**src/design/bsf_pkg.sv**
```systemverilog
package bsf_pkg;

  localparam int CFG_W = 16;
  localparam int POS_W = 32;
  localparam int IDX_W = 10;
  localparam int QUO_W = 19;
  localparam int DIV_STEPS = QUO_W;
  localparam int EXP_W = 31;
  localparam int TAB_N = 257;

  localparam int DEF_NUM_BOWS = 4;
  localparam int DEF_MASS_INDEX_BITS = 10;

  localparam logic [1:0] REG_GAIN = 2'd0;
  localparam logic [1:0] REG_SCALE = 2'd1;
  localparam logic [1:0] REG_CONTACT = 2'd2;

  localparam logic [CFG_W-1:0] GAIN_RESET = 16'd32768;
  localparam logic [CFG_W-1:0] SCALE_RESET = 16'd1311;
  localparam logic [CFG_W-1:0] CONTACT_RESET = 16'd11796;

  localparam logic [15:0] COEF_063 = 16'd41288;
  localparam logic [31:0] EXP_HALF = 32'd1770300985;
  localparam logic [31:0] EXP_STEP = 32'd947573834;

  typedef logic [EXP_W-1:0] exp_tab_t [0:TAB_N-1];

  // exp(0.5 - t) in Q30 at steps of t = 1/8
  function automatic exp_tab_t exp_tab_gen();
    exp_tab_t t;
    logic [63:0] a;
    t[0] = EXP_HALF[EXP_W-1:0];
    for (int i = 0; i < TAB_N - 1; i++) begin
      a = 64'(t[i]) * 64'(EXP_STEP) + 64'h2000_0000;
      t[i+1] = a[EXP_W+29:30];
    end
    return t;
  endfunction

  localparam exp_tab_t EXP_TAB = exp_tab_gen();

  typedef struct packed {
    logic vel;
    logic div;
    logic sq;
    logic tab;
    logic intp;
    logic kmul;
    logic fmul;
    logic done;
  } cmd_t;

  typedef struct packed {
    logic out_free;
  } stat_t;

endpackage

```
**src/design/bsf_ctrl.sv**
```systemverilog
module bsf_ctrl (
  input  logic          clk,
  input  logic          rst,
  input  logic          in_valid,
  output logic          in_ready,
  input  bsf_pkg::stat_t stat,
  output bsf_pkg::cmd_t  cmd
);

  typedef enum logic [3:0] {
    S_IDLE, S_VEL, S_DIV, S_SQ, S_TAB, S_INTP, S_KMUL, S_FMUL, S_DONE
  } state_t;

  state_t state;
  logic [4:0] cnt;

  assign in_ready = (state == S_IDLE);

  always_comb begin
    cmd = '0;
    cmd.vel  = (state == S_VEL);
    cmd.div  = (state == S_DIV);
    cmd.sq   = (state == S_SQ);
    cmd.tab  = (state == S_TAB);
    cmd.intp = (state == S_INTP);
    cmd.kmul = (state == S_KMUL);
    cmd.fmul = (state == S_FMUL);
    cmd.done = (state == S_DONE) && stat.out_free;
  end

  always_ff @(posedge clk) begin
    if (rst) begin
      state <= S_IDLE;
      cnt <= '0;
    end else begin
      case (state)
        S_IDLE: if (in_valid) state <= S_VEL;
        S_VEL: begin
          cnt <= '0;
          state <= S_DIV;
        end
        S_DIV: begin
          cnt <= cnt + 5'd1;
          if (cnt == 5'(bsf_pkg::DIV_STEPS - 1)) state <= S_SQ;
        end
        S_SQ:   state <= S_TAB;
        S_TAB:  state <= S_INTP;
        S_INTP: state <= S_KMUL;
        S_KMUL: state <= S_FMUL;
        S_FMUL: state <= S_DONE;
        S_DONE: if (stat.out_free) state <= S_IDLE;
        default: state <= S_IDLE;
      endcase
    end
  end

endmodule

```
**config.mk**
```make
export PLATFORM = sky130hd
export DESIGN_NAME = bsf_ctrl
export DESIGN_NICKNAME = d
export VERILOG_FILES = /design/src/design/bsf_pkg.sv /design/src/design/bsf_ctrl.sv
export SDC_FILE = /design/constraint.sdc
export NUM_CORES = 1
export LEC_CHECK = 0
export BUFFER_PORTS_ARGS = -buffer_cell sky130_fd_sc_hd__buf_4
export CORE_ASPECT_RATIO = 1.25
export CORE_UTILIZATION = 35
export DETAILED_ROUTE_END_ITERATION = 8
export PLACE_DENSITY = 0.53
export SLEW_MARGIN = 20
export SYNTH_ARGS = -nofsm -noshare
export SYNTH_HDL_FRONTEND = slang
export SYNTH_SLANG_ARGS = --single-unit
```
**constraint.sdc**
```tcl
create_clock -name clk -period 2.3 [get_ports clk]
set_input_delay 0.23 -clock clk [delete_from_list [all_inputs] [get_ports clk]]
set_output_delay 0.23 -clock clk [all_outputs]
set_load 0.01 [all_outputs]
```
==> metrics <==
outcome finished, final reports clean; initial antenna violation count 0; RSZ-0062 raised after global routing no; Worst Skew ~0.78 ps; Area after DPL a little under 700 um^2; I/O Buffers 12; Final setup viols 0; Seq/Total Area, Yosys ~29%; Synth cell types 33; CP max FO 22; critical path type reg2out; fin crit share between 80% and 90%; Final Cell Area between 700 and 800 um^2; slew margin rel. between 50% and 60%; fin crit period approximately 2000 ps; crit-path cells nor4b_1, buf_4; Ant. Diodes 0; total wire length about 1400 um; hold depth 2; total track usage between 10% and 20%; Post-Syn Area 612 um^2; Die ar. 0.00192 mm^2; post-synthesis sequential element count 9; Cell Rows 16; gpl congestion 0.709; syn_nets approximately 80; number of clock buffers inserted by TritonCTS 3; cts repair resizes 0; Yosys warnings 0; slew at the pin with the worst max-slew slack 623 ps; Worst R2R Setup Slack about 650 ps; drt pass-1 iters 4; total number of vias a little under 600; Max H-tree Level 1; Initial Util between 30% and 40%; Hold Path End cnt[3]$_SDFFE_PP0P_; Post-Route Setup TNS 0 ps; maximum vdd drop about 290 uV; Hold Startpoint rst; Filler Cells Inserted between 150 and 200; Via density 5.78; Syn Inst Count 76; GRT overflow 0; Longest Clk Path Bufs 2; Inst Count DP between 90 and 100; Clock Sinks 9; Die Width about 39 um; final hold vios 0; PwrDens 555 mW/mm^2; CTS clk-pin slew, worst paths around 70 ps; Reg-to-Reg Start state[1]$_SDFFE_PP0P_; Finished Layout Cells approximately 100; syn avg cell area 8.05 um^2; Die H between 40 and 50 um; Hold Crit Class in2reg; Critical Path RT slightly above 2000 ps; Layout Nets 92; Critical Path Max Stage Delay 720 ps; CTS Root Cell clkbuf_4; Reg2Reg Depth 3; number of global-route vias before repair ~510; TritonCTS clock tree built; Post-DRT Antenna Nets 0; CP endpoint kind primary output; clk_lat worst skew between 200 and 300 ps; top cells by area, synth dfxtp_1 29%, nor4b_1 5.7%, a21oi_1 4.1%, ha_1 4.1%, or4_1 3.7%; post-synth top area share between 20% and 30%; Post-CTS Setup Inserts 0; type of element launching the critical path flop; Final Slew Violations 0; fmax approximately 500 MHz; maxcap violations 0; Iter 0 DRT Violations 10; Residual DRC 0; setup ws final ~320 ps; critical path arrival around 1800 ps; Synth area leader dfxtp_1; Syn-to-layout area delta 17.2%; Pleak 0.268 nW; first-pass GRT wire length around 2200 um; worst slack at placement 635 ps; IO Count 13; WL per Instance about 14 um; layout cells sized above 1 20.0%; Post-CTS Hold Fix Bufs 0; cell at the slowest stage of the critical path dfxtp_1; largest net degree at the start of global routing 23; RR Endpoint cnt[4]$_SDFFE_PP0P_; core box area between 0.0015 and 0.002 mm^2; detailed placement HPWL around 950 um
-- synthesized netlist by cell type --
master,number
and4b_1,2
clkbuf_1,2
a21o_1,1
nand3b_1,2
dfxtp_1,9
nand2b_2,1
a211o_1,1
nand4_1,2
nor3_1,4
a2111oi_1,1
a31oi_1,1
inv_1,2
or2b_1,1
a22oi_1,2
nand2b_1,2
nor2_1,5
nor4_1,2
nand2_1,3
nor2b_1,3
or2_1,1
a211oi_1,2
nand3_1,2
buf_2,3
o21ai_0,1
or4_1,3
buf_6,1
a21oi_1,5
ha_1,2
nor4bb_1,1
xor2_1,1
o21bai_1,2
buf_1,2
nor4b_1,4
-- cells by family after synthesis --
logic type | share of synthesized area, %
adder cells (fa/ha/maj) | 4.09
XOR/XNOR | 1.43
buffers and inverters | 7.98
flip-flops | 29.4
AO/OA/AOI/OAI | 17.6
AND/OR/NAND/NOR | 39.5
-- where the power goes --
group          leakage, nW  switching, mW  internal, mW
clock network       0.0150         0.0611        0.0671
registers           0.0731         0.0235         0.164
logic                0.180         0.0397        0.0427
-- worst max-delay path: cells and delay by family, from the launching register on --
family | cells | cell delay [ps]
DFF | 1 | 720
and+or+nand+nor | 1 | 550
buffers and inverters | 1 | 220
-- per-layer routing --
| metal | vias up | wire [um] | track usage (%) |
|---|---|---|---|
| met4 | 0 | 16 | 6.90 |
| met5 | - | 0 | 0 |
| met1 | 278 | 700 | 21.8 |
| li1 | 303 | - | - |
| met2 | 12 | 657 | 25.3 |
| met3 | 2 | 55 | 4.13 |
-- metrics by stage --
step	power, mW	hold slack (ps)	util (%)
after floorplan	0.246	428	-
after global placement	0.274	488	43.1
after detailed placement	0.273	491	43.1
after CTS	0.406	205	44.8
after global routing	0.428	204	44.8
final	0.398	216	44.8
-- final cells by class --
cell class / count / area [um^2] / share of cell area (%)
multi-input combinational: 57 / 383 / 53.4
inverter: 2 / 7.51 / 1.05
timing repair buffer: 13 / 97.6 / 13.6
clock buffer: 4 / 26.3 / 3.66
sequential: 9 / 180 / 25.1
tap: 18 / 22.5 / 3.14
-- placed cells by master, fill, tap and decap left out, types with 2 or more instances in the layout --
cell type	n
and4b_1	2
nand3b_1	2
nor3_1	4
nand2_1	3
nor4_1	2
ha_1	2
a211oi_1	2
nand2b_1	2
or4_1	3
inv_1	2
clkbuf_4	3
buf_4	13
o21bai_1	2
nor4b_1	4
nand4_1	2
nor2b_1	3
nand3_1	2
a22oi_1	2
nor2_1	5
dfxtp_1	9
a21oi_1	5
-- state kept, by name, summed over array words and instances, names as in the netlist --
register	count
cnt	5
state	4
-- worst max path at each step --
stage	from	to	slack, ps
global route	state[1]$_SDFFE_PP0P_	cmd[6]	180
CTS	state[1]$_SDFFE_PP0P_	cmd[6]	330
finish	state[1]$_SDFFE_PP0P_	cmd[6]	320
detailed placement	state[1]$_SDFFE_PP0P_	cmd[6]	640
global placement	state[1]$_SDFFE_PP0P_	cmd[6]	580
floorplan	state[2]$_SDFFE_PP0P_	state[3]$_SDFFE_PP0P_	830
Note: power is estimated with default switching activity, not from simulation.
